## src/jafd_pkg.sv

```systemverilog
// Shared constants, register codes and divider interface types for the joystick axis filter.
`default_nettype none

package jafd_pkg;

   // Field and state widths
   localparam int SampleWidth   = 12;
   localparam int FracBits      = 8;
   localparam int StateWidth    = SampleWidth + FracBits;
   localparam int AlphaWidth    = 9;
   localparam int DeadzoneWidth = 11;
   localparam int PosWidth      = 9;
   localparam int CsrIndexWidth = 2;

   // Serial divider widths
   localparam int QuotWidth     = 8;
   localparam int CountWidth    = $clog2(QuotWidth);
   localparam int NumWidth      = 19;
   localparam int DivisorWidth  = 12;
   localparam int RemWidth      = DivisorWidth + QuotWidth;

   // Fixed levels
   localparam logic [AlphaWidth-1:0]    AlphaOne      = 9'd256;
   localparam logic [AlphaWidth-1:0]    AlphaReset    = 9'd64;
   localparam logic [DeadzoneWidth-1:0] DeadzoneReset = 11'd100;
   localparam logic [SampleWidth-1:0]   MidLevel      = 12'd2048;
   localparam logic [SampleWidth:0]     FullScale     = 13'd4096;
   localparam logic signed [PosWidth-1:0] MaxOut      = 9'sd255;

   // Configuration register indexes
   localparam logic [CsrIndexWidth-1:0] CsrAlpha  = 2'd0;
   localparam logic [CsrIndexWidth-1:0] CsrCenter = 2'd1;
   localparam logic [CsrIndexWidth-1:0] CsrEnd    = 2'd2;

   // Divider request and response
   typedef struct packed {
      logic                    start;
      logic [NumWidth-1:0]     dividend;
      logic [DivisorWidth-1:0] divisor;
   } div_req_type;

   typedef struct packed {
      logic                 done;
      logic [QuotWidth-1:0] quotient;
   } div_rsp_type;

endpackage

`default_nettype wire

```

## src/jafd_div.sv

```systemverilog
// Restoring serial divider, one quotient bit per cycle, for an eight-bit quotient.
`default_nettype none

module jafd_div (
   input  wire                  clock,
   input  wire                  reset,
   input  wire jafd_pkg::div_req_type div_req,
   output jafd_pkg::div_rsp_type div_rsp
);
   import jafd_pkg::*;

   logic                  busy_ff, busy_in;
   logic                  done_ff, done_in;
   logic [CountWidth-1:0] count_ff, count_in;
   logic [RemWidth-1:0]   rem_ff, rem_in;
   logic [RemWidth-1:0]   dsh_ff, dsh_in;
   logic [QuotWidth-1:0]  quot_ff, quot_in;
   logic                  fits;

   // Trial subtract against the shifted divisor
   assign fits = rem_ff >= dsh_ff;

   always_comb begin
      busy_in  = busy_ff;
      done_in  = 1'b0;
      count_in = count_ff;
      rem_in   = rem_ff;
      dsh_in   = dsh_ff;
      quot_in  = quot_ff;
      if (div_req.start) begin
         // Load dividend and divisor aligned to the top quotient bit
         busy_in  = 1'b1;
         count_in = CountWidth'(QuotWidth - 1);
         rem_in   = {1'b0, div_req.dividend};
         dsh_in   = {1'b0, div_req.divisor, {(QuotWidth - 1){1'b0}}};
      end else if (busy_ff) begin
         // Advance one quotient bit
         if (fits) begin
            rem_in = rem_ff - dsh_ff;
         end
         quot_in = {quot_ff[QuotWidth-2:0], fits};
         dsh_in  = {1'b0, dsh_ff[RemWidth-1:1]};
         count_in = count_ff - CountWidth'(1);
         if (count_ff == '0) begin
            busy_in = 1'b0;
            done_in = 1'b1;
         end
      end
   end

   always_ff @(posedge clock) begin
      if (reset) begin
         busy_ff <= 1'b0;
         done_ff <= 1'b0;
      end else begin
         busy_ff <= busy_in;
         done_ff <= done_in;
      end
      count_ff <= count_in;
      rem_ff   <= rem_in;
      dsh_ff   <= dsh_in;
      quot_ff  <= quot_in;
   end

   assign div_rsp.done     = done_ff;
   assign div_rsp.quotient = quot_ff;

endmodule

`default_nettype wire

```

## src/joystick_axis_filter_deadzone_unit.sv

```systemverilog
// Top level: EMA smoothing, deadzone mapping and sequencer around the serial divider.
//
//  channel | direction | handshake         | payload
//  req     | in        | req_valid/stall   | req_adc_sample[11:0]
//  rsp     | out       | rsp_valid/stall   | rsp_axis_position[8:0] s, rsp_smoothed_level[11:0]
//  csr     | in        | csr_wr_en         | csr_index[1:0], csr_wdata[10:0]
//
// For a deadzone or clamp the result goes through multiply, accumulate, compare and output
// load; when scaled, the divider steps through each quotient bit and signals done before the load.
// Reset restores alpha 64, both deadzones 100 and a filter state of zero.
// req_stall stays high while an item is in work; a stalled result holds in the output
// register, and the next item may be accepted but waits in its last step until it frees.
`default_nettype none

module joystick_axis_filter_deadzone_unit (
   input  wire                                   clock,
   input  wire                                   reset,
   input  wire                                   req_valid,
   output logic                                  req_stall,
   input  wire  [jafd_pkg::SampleWidth-1:0]      req_adc_sample,
   output logic                                  rsp_valid,
   input  wire                                   rsp_stall,
   output logic signed [jafd_pkg::PosWidth-1:0]  rsp_axis_position,
   output logic [jafd_pkg::SampleWidth-1:0]      rsp_smoothed_level,
   input  wire                                   csr_wr_en,
   input  wire  [jafd_pkg::CsrIndexWidth-1:0]    csr_index,
   input  wire  [jafd_pkg::DeadzoneWidth-1:0]    csr_wdata
);
   import jafd_pkg::*;

   localparam logic [2:0] StIdle = 3'd0;
   localparam logic [2:0] StMul  = 3'd1;
   localparam logic [2:0] StAcc  = 3'd2;
   localparam logic [2:0] StMap  = 3'd3;
   localparam logic [2:0] StDiv  = 3'd4;
   localparam logic [2:0] StOut  = 3'd5;

   localparam int ProdWidth = StateWidth + AlphaWidth + 2;

   logic [2:0]                  state_ff, state_in;
   logic [AlphaWidth-1:0]       alpha_ff, alpha_in;
   logic [DeadzoneWidth-1:0]    center_ff, center_in;
   logic [DeadzoneWidth-1:0]    end_ff, end_in;
   logic [StateWidth-1:0]       filt_ff, filt_in;
   logic [SampleWidth-1:0]      sample_ff, sample_in;
   logic signed [ProdWidth-1:0] prod_ff, prod_in;
   logic                        positive_ff, positive_in;
   logic signed [PosWidth-1:0]  pos_ff, pos_in;
   logic                        rsp_valid_ff, rsp_valid_in;
   logic signed [PosWidth-1:0]  rsp_pos_ff, rsp_pos_in;
   logic [SampleWidth-1:0]      rsp_level_ff, rsp_level_in;

   logic [AlphaWidth-1:0]       alpha_sat;
   logic signed [StateWidth:0]  diff;
   logic signed [ProdWidth-1:0] acc;
   logic [SampleWidth-1:0]      level;
   logic                        positive;
   logic [SampleWidth-1:0]      mag;
   logic                        in_center;
   logic                        in_low_end;
   logic                        in_high_end;
   logic [SampleWidth-1:0]      excess;
   logic [RemWidth-1:0]         num_full;
   logic [DivisorWidth-1:0]     divisor;
   logic                        clamp;
   logic signed [PosWidth-1:0]  quot_pos;
   logic                        req_xfer;
   logic                        rsp_free;
   div_req_type                 div_req;
   div_rsp_type                 div_rsp;

   assign req_xfer = req_valid && (state_ff == StIdle);
   assign rsp_free = !rsp_valid_ff || !rsp_stall;

   // Filter: new = f + a * (s - f), f and s in 12.8, a in 1.8 (256 = one), multiply registered before the add
   assign alpha_sat = (alpha_ff > AlphaOne) ? AlphaOne : alpha_ff;
   assign diff      = $signed({1'b0, sample_ff, {FracBits{1'b0}}}) - $signed({1'b0, filt_ff});
   assign prod_in   = $signed(ProdWidth'(diff)) * $signed(ProdWidth'({1'b0, alpha_sat}));
   assign acc       = $signed({{(ProdWidth - StateWidth - FracBits){1'b0}}, filt_ff,
                                {FracBits{1'b0}}}) + prod_ff;

   // Mapping compares on the integer level
   assign level       = filt_ff[StateWidth-1:FracBits];
   assign positive    = level >= MidLevel;
   assign mag         = positive ? (level - MidLevel) : (MidLevel - level);
   assign in_center   = mag <= {1'b0, center_ff};
   assign in_low_end  = level <= {1'b0, end_ff};
   assign in_high_end = {1'b0, level} >= (FullScale - {2'b0, end_ff});
   assign excess      = mag - {1'b0, center_ff};
   assign num_full    = {excess, {QuotWidth{1'b0}}} - {{QuotWidth{1'b0}}, excess};
   assign divisor     = MidLevel - {1'b0, center_ff};
   assign clamp       = num_full >= {divisor, {QuotWidth{1'b0}}};
   assign quot_pos    = $signed({1'b0, div_rsp.quotient});

   assign div_req.start    = (state_ff == StMap) && !in_center && !in_low_end
                             && !in_high_end && !clamp;
   assign div_req.dividend = num_full[NumWidth-1:0];
   assign div_req.divisor  = divisor;

   jafd_div u_div (
      .clock   (clock),
      .reset   (reset),
      .div_req (div_req),
      .div_rsp (div_rsp)
   );

   always_comb begin
      state_in     = state_ff;
      alpha_in     = alpha_ff;
      center_in    = center_ff;
      end_in       = end_ff;
      filt_in      = filt_ff;
      sample_in    = sample_ff;
      positive_in  = positive_ff;
      pos_in       = pos_ff;
      rsp_valid_in = rsp_valid_ff && rsp_stall;
      rsp_pos_in   = rsp_pos_ff;
      rsp_level_in = rsp_level_ff;

      // Configuration writes; unknown indexes drop
      if (csr_wr_en) begin
         unique case (csr_index)
            CsrAlpha:  alpha_in  = csr_wdata[AlphaWidth-1:0];
            CsrCenter: center_in = csr_wdata;
            CsrEnd:    end_in    = csr_wdata;
            default:   ;
         endcase
      end

      unique case (state_ff)
         StIdle: begin
            if (req_xfer) begin
               sample_in = req_adc_sample;
               state_in  = StMul;
            end
         end
         StMul: begin
            state_in = StAcc;
         end
         StAcc: begin
            filt_in  = acc[StateWidth+FracBits-1:FracBits];
            state_in = StMap;
         end
         StMap: begin
            positive_in = positive;
            priority if (in_center) begin
               pos_in   = '0;
               state_in = StOut;
            end else if (in_low_end) begin
               pos_in   = -MaxOut;
               state_in = StOut;
            end else if (in_high_end || clamp) begin
               pos_in   = positive ? MaxOut : -MaxOut;
               state_in = StOut;
            end else begin
               state_in = StDiv;
            end
         end
         StDiv: begin
            if (div_rsp.done) begin
               pos_in   = positive_ff ? quot_pos : -quot_pos;
               state_in = StOut;
            end
         end
         StOut: begin
            // Hold until the output register is free
            if (rsp_free) begin
               rsp_valid_in = 1'b1;
               rsp_pos_in   = pos_ff;
               rsp_level_in = level;
               state_in     = StIdle;
            end
         end
         default: begin
            state_in = StIdle;
         end
      endcase
   end

   always_ff @(posedge clock) begin
      if (reset) begin
         state_ff     <= StIdle;
         alpha_ff     <= AlphaReset;
         center_ff    <= DeadzoneReset;
         end_ff       <= DeadzoneReset;
         filt_ff      <= '0;
         rsp_valid_ff <= 1'b0;
      end else begin
         state_ff     <= state_in;
         alpha_ff     <= alpha_in;
         center_ff    <= center_in;
         end_ff       <= end_in;
         filt_ff      <= filt_in;
         rsp_valid_ff <= rsp_valid_in;
      end
      sample_ff    <= sample_in;
      prod_ff      <= prod_in;
      positive_ff  <= positive_in;
      pos_ff       <= pos_in;
      rsp_pos_ff   <= rsp_pos_in;
      rsp_level_ff <= rsp_level_in;
   end

   assign req_stall          = state_ff != StIdle;
   assign rsp_valid          = rsp_valid_ff;
   assign rsp_axis_position  = rsp_pos_ff;
   assign rsp_smoothed_level = rsp_level_ff;

endmodule

`default_nettype wire

```

## config.mk

```make
export PLATFORM = sky130hd
export DESIGN_NAME = joystick_axis_filter_deadzone_unit
export DESIGN_NICKNAME = d
export VERILOG_FILES = /design/src/jafd_pkg.sv /design/src/jafd_div.sv /design/src/joystick_axis_filter_deadzone_unit.sv
export SDC_FILE = /design/constraint.sdc
export NUM_CORES = 1
export LEC_CHECK = 0
export CAP_MARGIN = 20
export CORE_UTILIZATION = 70
export CTS_CLUSTER_DIAMETER = 30
export DETAILED_ROUTE_END_ITERATION = 16
export DONT_BUFFER_PORTS = 1
export GPL_ROUTABILITY_DRIVEN = 0
export HOLD_SLACK_MARGIN = 0.02
export PLACE_DENSITY = 0.86
export SLEW_MARGIN = 20
export SYNTH_ARGS = -nofsm -noshare
export SYNTH_HDL_FRONTEND = slang
export SYNTH_SLANG_ARGS = --single-unit
```

## constraint.sdc

```tcl
create_clock -name clock -period 13.35 [get_ports clock]
set_clock_uncertainty 0.05 [all_clocks]
set_input_delay 2.0025 -clock clock [delete_from_list [all_inputs] [get_ports clock]]
set_output_delay 2.0025 -clock clock [all_outputs]
set_load 0.01 [all_outputs]
```

Word-level counts from Yosys, hierarchy flattened
Cells that the tools add are included.
- input port bits: 30
- register bits after elaboration: 178
- word-level logic and storage cells: 111
- order comparisons: 7
- equality and inequality tests: 11
- bitwise logic cells: 2
- $mul: 1
- add/subtract/negate cells: 11
- muxes and demuxes: 27
- reduce and logical (&&, ||, !) cells: 32
- operator list (kind ; number):
    two-way mux 19 bit ; 5
    two-way mux 9 bit ; 7
    adder 28 bit ; 1
    multiplier 21 x 10 -> 28 bit ; 1
    <= comparator 12 x 11 -> 1 bit ; 2
    subtractor 20 x 20 -> 21 bit ; 1
    >= comparator 20 x 19 -> 1 bit ; 1
    >= comparator 20 bit ; 1
    subtractor 20 x 12 -> 20 bit ; 1
    subtractor 20 x 19 -> 20 bit ; 1
    case mux 3 bit (6 select lines) ; 1
    case mux 9 bit (2 select lines) ; 1
    AND reduction 2 bit ; 8
    >= comparator 12 x 13 -> 1 bit ; 1
    subtractor 13 x 11 -> 13 bit, first input constant ; 1
    >= comparator 12 bit, second input constant ; 1
    two-way mux 12 bit ; 1
    subtractor 12 x 11 -> 12 bit ; 1
    subtractor 12 x 11 -> 12 bit, first input constant ; 1
    subtractor 12 bit, first input constant ; 1
    subtractor 12 bit, second input constant ; 1
    greater-than comparator 9 bit, second input constant ; 1
    two-way mux 1 bit ; 9
    two-way mux 3 bit ; 3
    20 further kinds ; 39

Longest topological paths before layout
Gate-level depths: netlist (run 1).
- word-level depth: 10
- gate-level depth with buffers: 29
- depth with buffers taken out: 29

Modules after synthesis
Synthesis (run 1) repeated with hierarchy kept, for this count alone.
- cells, all modules: 1932
- area, all modules: 17176.5 µm²
- modules (own cells, without submodules) (module ; sequential area each (µm²) ; cells an instance ; times used ; area each (µm²)):
    joystick_axis_filter_deadzone_unit ; 2792.7 ; 1588 ; 1 ; 13975.9
    jafd_div ; 1431.4 ; 344 ; 1 ; 3200.6

Worst setup path after synthesis (run 1)
Ideal clock, no wire load.
- path kind: register -> register
- from: register filt_ff[9]
- to: register prod_ff[27]
- cell stages (with the launch flop): 28
- clock period less this slack: 7248 ps
- library setup time: 72 ps
- arrival: 7125 ps
- path buffers: 0
- path slack: 6102 ps
- cell sequence: dfxtp_1 > inv_1 > ha_1 > a21o_1 > a2111oi_0 > a211oi_1 > o21ai_0 > nand2b_1 > a21o_1 > a21oi_1 > xnor2_1 > nand2_1 > fa_1 > inv_1 > fa_1 > inv_1 > fa_1 > inv_1 > fa_1 > fa_1 > ha_1 > a21o_1 > a21o_1 > a21o_1 > a221oi_2 > o21ai_0 > o41ai_1 > xnor2_1
- longest elaborated chain between the ends: 2
- RTL lines (item ; line ; source):
    start: declaration ; joystick_axis_filter_deadzone_unit.sv:44 ; logic [StateWidth-1:0] filt_ff, filt_in;
    start signal: assignment ; joystick_axis_filter_deadzone_unit.sv:193 ; filt_ff <= filt_in;
    subtractor 20 x 20 -> 21 bit ; joystick_axis_filter_deadzone_unit.sv:77 ; assign diff = $signed({1'b0, sample_ff, {FracBits{1'b0}}}) - $signed({1'b0, filt_ff});
    multiplier 21 x 10 -> 28 bit ; joystick_axis_filter_deadzone_unit.sv:78 ; assign prod_in = $signed(ProdWidth'(diff)) * $signed(ProdWidth'({1'b0, alpha_sat}));
    named net prod_in[27] ; joystick_axis_filter_deadzone_unit.sv:46 ; logic signed [ProdWidth-1:0] prod_ff, prod_in;
    end signal: assignment ; joystick_axis_filter_deadzone_unit.sv:197 ; prod_ff <= prod_in;
    end: declaration ; joystick_axis_filter_deadzone_unit.sv:46 ;
The timed path passes the listed nets, and every way through them passes these cells.
A chain may end at the register's enable or synchronous reset.

Worst setup path after layout (run 1)
Ends and elaborated chain as after synthesis.

==> reports/metrics.cfg, run 1 <==
[final_layout]
layout.cells.most_common = inv_1
layout_common_cells = 255 x inv_1, 191 x nand2_1, 178 x nor2_1
layout.cell_area.non_filler_um2 = 17800
finalNetCount = 2166
area_delta_synth_final_pct = 5.36
finalNonFillerCells = 2158
post_route_cells_drive_above_1_share_pct = 4.47

[clock_tree]
cts-resized-gates = 0
cts-hold-fix-buffers = 0
clock_insertion_delay_worst_skew_ps = 440
number_of_clock_buffers_inserted_by_tritoncts = 17
clock_tree.buffer_depth = 2
tritoncts = done
cts.repair_timing.setup_buffer_count = 0
clk_pin_slew_worst_paths_ps = 80
clkSinkCount = 170
htreeDepth = 4
cts_root_buf = clkbuf_16

[pwr]
design_power_total_mw = 3.53
power.share.sequential_pct = 19.0
cellInternalPower_mw = 1.79
peakVddDrop_uv = 170
share_comb_of_total_power_pct = 66.1
swShare_pct = 49.3
leakagePower_nw = 7.95
p_sw_mw = 1.74
clock_power_share_pct = 14.9
power_density_nw_per_um2 = 199

[timing]
period_needed_ps = 8210
max_freq_ghz = 0.122
final_hold_viol_count = 0
final.period_utilization_pct = 61.5
worst_hold_slack_ps = 374
fin_setup_tns_ps = 0
report.final.setup_viol = 0
slew_headroom_pct = 33.4
drv_slew = 0
worst_slew_pin_slew_ps = 997
rsz0062_at_grt = no

[synth]
yosysWarnings = 0
yosys.area.top_type_share_pct = 17.4
synth_enable_flop_cells = 82
post_synth.cell_area_avg_um2 = 9.13
postSynthCellCount = 1847
most_area_consuming_cells_after_synthesis = fa_1 17%, edfxtp_1 15%, ha_1 12%, dfxtp_1 10%, inv_1 5.7%
sequential_share_of_the_synthesized_area_pct = 25.0
synth_area_um2 = 16900
netlist.top_cell.by_area = fa_1
synthArstFlopShare_pct = 0
syn_nets = 2190
synth_top_flop_cell = dfxtp_1
synth_cell_types = 83
synth-seq-cells = 170

[routing]
routed-via-count = 13426
detail_route.first_pass.iterations = 6
drt_first_iter_violations = 1281
ant_nets = 0
vias_per_cell = 6.22
drc = 0
routedWlPerCell_um = 19.7
wirelength_um = 42600

[grt]
track_usage_pct = 35.9
via_count_of_the_first_global_routing_pass = 13649
global_route_wire_length_before_repair_um = 68400
gr-total-overflow = 0
grt_antenna_before_repair = 3
grt_start_max_net_pins = 62

[setup_path]
critPathKind = reg -> reg
arrival_ps = 8520
critical_path.max_fanout = 9
timing.reg2reg.setup_slack_ps = 5140
slowest_stage = a2111oi_0
path_delay_family = adder cells
worstPathBufferInverterCount = 4
critical_path.max_stage_delay_ps = 520
worstPathRequired_ps = 13660
end_kind = flop
timing.critical_path.from_type = flop

[placement]
detailed_place.area_um2 = 17100
final_hpwl_dp_um = 32900
place.detailed.instances = 2123
port_buf_inserts = 0

[floorplanning]
floorplan.initialDensity_pct = 71.7
fp.dieW_um = 157
io-pin-count = 53
row_count = 56
die-area_um2 = 24700
die_y_um = 157
core_um2 = 23500

[worst_hold_path]
min_path_type = reg -> reg

[job]
cap_violations = 0

[status]
outcome = complete, no violations

[registers in the layout (all words and copies together) (netlist names)]
| register | flops |
|---|---|
| alpha_ff | 9 |
| rsp_axis_position | 9 |
| center_ff | 11 |
| state_ff | 3 |
| u_div.count_ff | 3 |
| end_ff | 11 |
| u_div.dsh_ff | 19 |
| rsp_valid | 1 |
| rsp_smoothed_level | 12 |
| pos_ff | 9 |
| u_div.busy_ff | 1 |
| u_div.done_ff | 1 |
| u_div.rem_ff | 20 |
| filt_ff | 20 |
| sample_ff | 12 |
| u_div.quot_ff | 8 |
| positive_ff | 1 |
| prod_ff | 20 |
[logic make-up after synthesis]
kind of cell               after synthesis  share of synthesized area (%)
DFF                                    170                           25.0
AOI/OAI and AO/OA                      303                           12.0
adders and majority gates              313                           29.8
buffers and inverters                  305                           6.88
and+or+nand+nor                        568                           15.6
muxes                                   50                           3.27
xor gates and xnor gates               138                           7.45
[worst register-to-register path: cells and delay by family (launching register included)]
family | cells | cell delay, ps
AOI/OAI and AO/OA | 12 | 3160
xor gates and xnor gates | 2 | 550
adders and majority gates | 7 | 3270
and+or+nand+nor | 2 | 310
buffers and inverters | 4 | 310
DFF | 1 | 490
[path summary, 6_finish.rpt]
check	startpoint	to	cells after the start
min reg2reg	pos_ff[2]	rsp_axis_position[2]	0
max reg2reg	filt_ff[9]	prod_ff[27]	27
min	pos_ff[2]	rsp_axis_position[2]	0
max	filt_ff[9]	prod_ff[27]	27
[cell usage after synthesis (all sizes together) (14+ instances only)]
| cell | number |
|---|---|
| inv | 255 |
| nand3 | 24 |
| nor3 | 39 |
| mux2i | 36 |
| ha | 166 |
| edfxtp | 82 |
| dfxtp | 88 |
| o21ai | 45 |
| a21o | 39 |
| mux2 | 14 |
| nand2 | 191 |
| xor2 | 36 |
| a21oi | 100 |
| nor2b | 31 |
| fa | 147 |
| a211oi | 18 |
| and3 | 14 |
| and2 | 22 |
| nor2 | 179 |
| nand4 | 14 |
| clkbuf | 45 |
| xnor2 | 102 |
[power groups by stage]
stage / Sequential [mW] / Clock, mW / Combinational (mW)
after floorplan: 0.657 / 0 / 1.73
after global placement: 0.679 / 0 / 2.13
after detailed placement: 0.681 / 0 / 2.24
after CTS: 0.669 / 0.524 / 2.29
after global routing: 0.676 / 0.546 / 2.56
final: 0.671 / 0.525 / 2.33
[stage by stage]
step | worst slack (ps) | util, %
4_1_cts | 5260 | 75.5
3_3_place_gp | 5720 | 72.7
6_report | 5140 | 75.5
2_1_floorplan | 6100 | -
3_5_place_dp | 5390 | 72.8
5_1_grt | 4650 | 75.5
[routing by layer]
metal | GRT usage [%] | share of wire [%] | vias up | routed length (µm)
li1 | - | - | 6139 | -
met1 | 43.9 | 39 | 6498 | 16500
met2 | 59.6 | 47 | 624 | 20100
met3 | 7.30 | 9.0 | 163 | 3850
met4 | 19.5 | 4.8 | 2 | 2060
met5 | 0 | 0.031 | - | 13
[area by class of cell]
cell class / count / area [µm²]
Clock buffer: 17 / 425
Tap cell: 319 / 399
Inverter: 256 / 961
Clock inverter: 15 / 209
Sequential cell: 170 / 4220
Fill cell: 1613 / 5770
Timing Repair Buffer: 6 / 45.0
Multi-Input combinational cell: 1372 / 11500
Antenna cell: 3 / 7.51
Power figures use the tool's default switching activity.
==> run 2, diff against run 1 <==
- CORE_UTILIZATION: 70 -> 66
- PLACE_DENSITY: 0.86 -> 0.82
- clock period: 13.35 -> 8.02 ns (I/O delays scaled with it)
==> reports/metrics.cfg, run 2 (same netlist as run 1, synthesis figures left out) <==
[grt]
grt_start_max_net_pins = 62
via_count_of_the_first_global_routing_pass = 13268
global_route_wire_length_before_repair_um = 66200
grt_antenna_before_repair = 3
gr-total-overflow = 0
track_usage_pct = 32.4

[setup_path]
worstPathRequired_ps = 8350
timing.critical_path.from_type = flop
arrival_ps = 7860
end_kind = flop
critical_path.max_fanout = 8
critPathKind = reg -> reg

[clock_tree]
clock_tree.buffer_depth = 2
clock_insertion_delay_worst_skew_ps = 440
cts_root_buf = clkbuf_16
htreeDepth = 4
number_of_clock_buffers_inserted_by_tritoncts = 17
clk_pin_slew_worst_paths_ps = 80
cts-hold-fix-buffers = 0
tritoncts = done
clkSinkCount = 170

[timing]
report.final.setup_viol = 0
fin_setup_tns_ps = 0
final.period_utilization_pct = 93.9
drv_slew = 0
max_freq_ghz = 0.133
rsz0062_at_grt = no
worst_slew_pin_slew_ps = 1000
period_needed_ps = 7530
final_hold_viol_count = 0
slew_headroom_pct = 32.9

[pwr]
p_sw_mw = 2.81
leakagePower_nw = 8.02
cellInternalPower_mw = 2.98
power_density_nw_per_um2 = 324
share_comb_of_total_power_pct = 66.7
power.share.sequential_pct = 19.2
clock_power_share_pct = 14.1
swShare_pct = 48.5
peakVddDrop_uv = 333

[final_layout]
reg_top3 = filt_ff (20), prod_ff (20), u_div.rem_ff (20)
area_delta_synth_final_pct = 5.93
fillerInstances = 1841
layout.cells.most_common = inv_1
multiInputGateArea_um2 = 11500
layout.cell_area.non_filler_um2 = 17900
layout_common_cells = 255 x inv_1, 191 x nand2_1, 178 x nor2_1
finalNetCount = 2180
sequential_cell_area_um2 = 4220
post_route_cells_drive_above_1_share_pct = 5.35

[placement]
detailed_place.area_um2 = 17200
final_hpwl_dp_um = 32700
port_buf_inserts = 0

[floorplanning]
die_y_um = 162
fp.dieW_um = 162
core_um2 = 25100
io-pin-count = 53
floorplan.initialDensity_pct = 67.2
row_count = 58
die-area_um2 = 26200

[worst_hold_path]
min_path_type = reg -> reg

[routing]
detail_route.first_pass.iterations = 5
drc = 0
vias_per_cell = 6.03
routed-via-count = 13161
drt_first_iter_violations = 1117
ant_nets = 0
wirelength_um = 41100
routedWlPerCell_um = 18.8

[job]
cap_violations = 0

[status]
outcome = complete, no violations

[run 2: through the flow]
| stage | setup WS (ps) | cells | hold slack [ps] | utilization [%] | power, mW |
|---|---|---|---|---|---|
| 3_5_place_dp | 277 | 2147 | 356 | 68.7 | 4.89 |
| 6_report | 487 | 2182 | 377 | 71.2 | 5.80 |
| 3_3_place_gp | 510 | 2147 | 354 | 68.7 | 4.73 |
| 5_1_grt | 22.4 | 2180 | 384 | 71.1 | 6.23 |
| 4_1_cts | 259 | 2179 | 374 | 71.0 | 5.73 |
| 2_1_floorplan | 772 | 1847 | 350 | - | 3.98 |
[run 2: timing repair]
action,in CTS,in global routing
buffers inserted,0,1
resized for setup,0,3
endpoints found under the setup margin,0,5
[run 2: final timing paths]
check                                             to  slack (ps)  startpoint  depth (start not counted)
worst min register to register  rsp_axis_position[5]         380   pos_ff[5]                          0
worst min-delay path            rsp_axis_position[5]         380   pos_ff[5]                          0
worst max-delay path                     prod_ff[27]         490  filt_ff[0]                         25
worst max register to register           prod_ff[27]         490  filt_ff[0]                         25
[run 2: layer usage]
| layer | vias up | part of all wire [%] | global-route usage (%) |
|---|---|---|---|
| li1 | 6173 | - | - |
| met1 | 6393 | 40 | 39.8 |
| met2 | 493 | 48 | 54.7 |
| met3 | 100 | 8.1 | 7.76 |
| met4 | 2 | 3.4 | 13.1 |
| met5 | - | 0.027 | 0 |
[run 2: layout make-up]
class                   count  area share, %
multi-input cells        1372           64.4
flip-flops and latches    170           23.6
inverters                 256           5.38
clock buffers              17           2.38
well taps                 330           2.31
clock inverters            15          0.931
repair buffers             20          0.910
diodes                      2         0.0280
[run 2: power groups by stage]
stage	Sequential (mW)	Clock, mW	Combinational [mW]
3_3_place_gp	1.12	0	3.61
2_1_floorplan	1.09	0	2.89
4_1_cts	1.11	0.826	3.80
5_1_grt	1.12	0.859	4.25
6_report	1.11	0.820	3.87
3_5_place_dp	1.13	0	3.77
[run 2: critical path: stages (launching register included)]
cell and delay [ps]:
dfxtp_1 470, inv_1 190, ha_1 310, nand2_1 180, o21ai_0 170, a311oi_1 480, nor2_1 110, a21oi_1 310
xnor2_1 310, nand2_1 170, fa_1 540, inv_1 50, fa_1 490, inv_1 50, fa_1 480, inv_1 60
fa_1 500, fa_1 490, ha_1 350, a21o_1 210, a21o_1 190, a21o_1 200, a221oi_2 380, o21ai_0 190
o41ai_1 370, xnor2_1 160
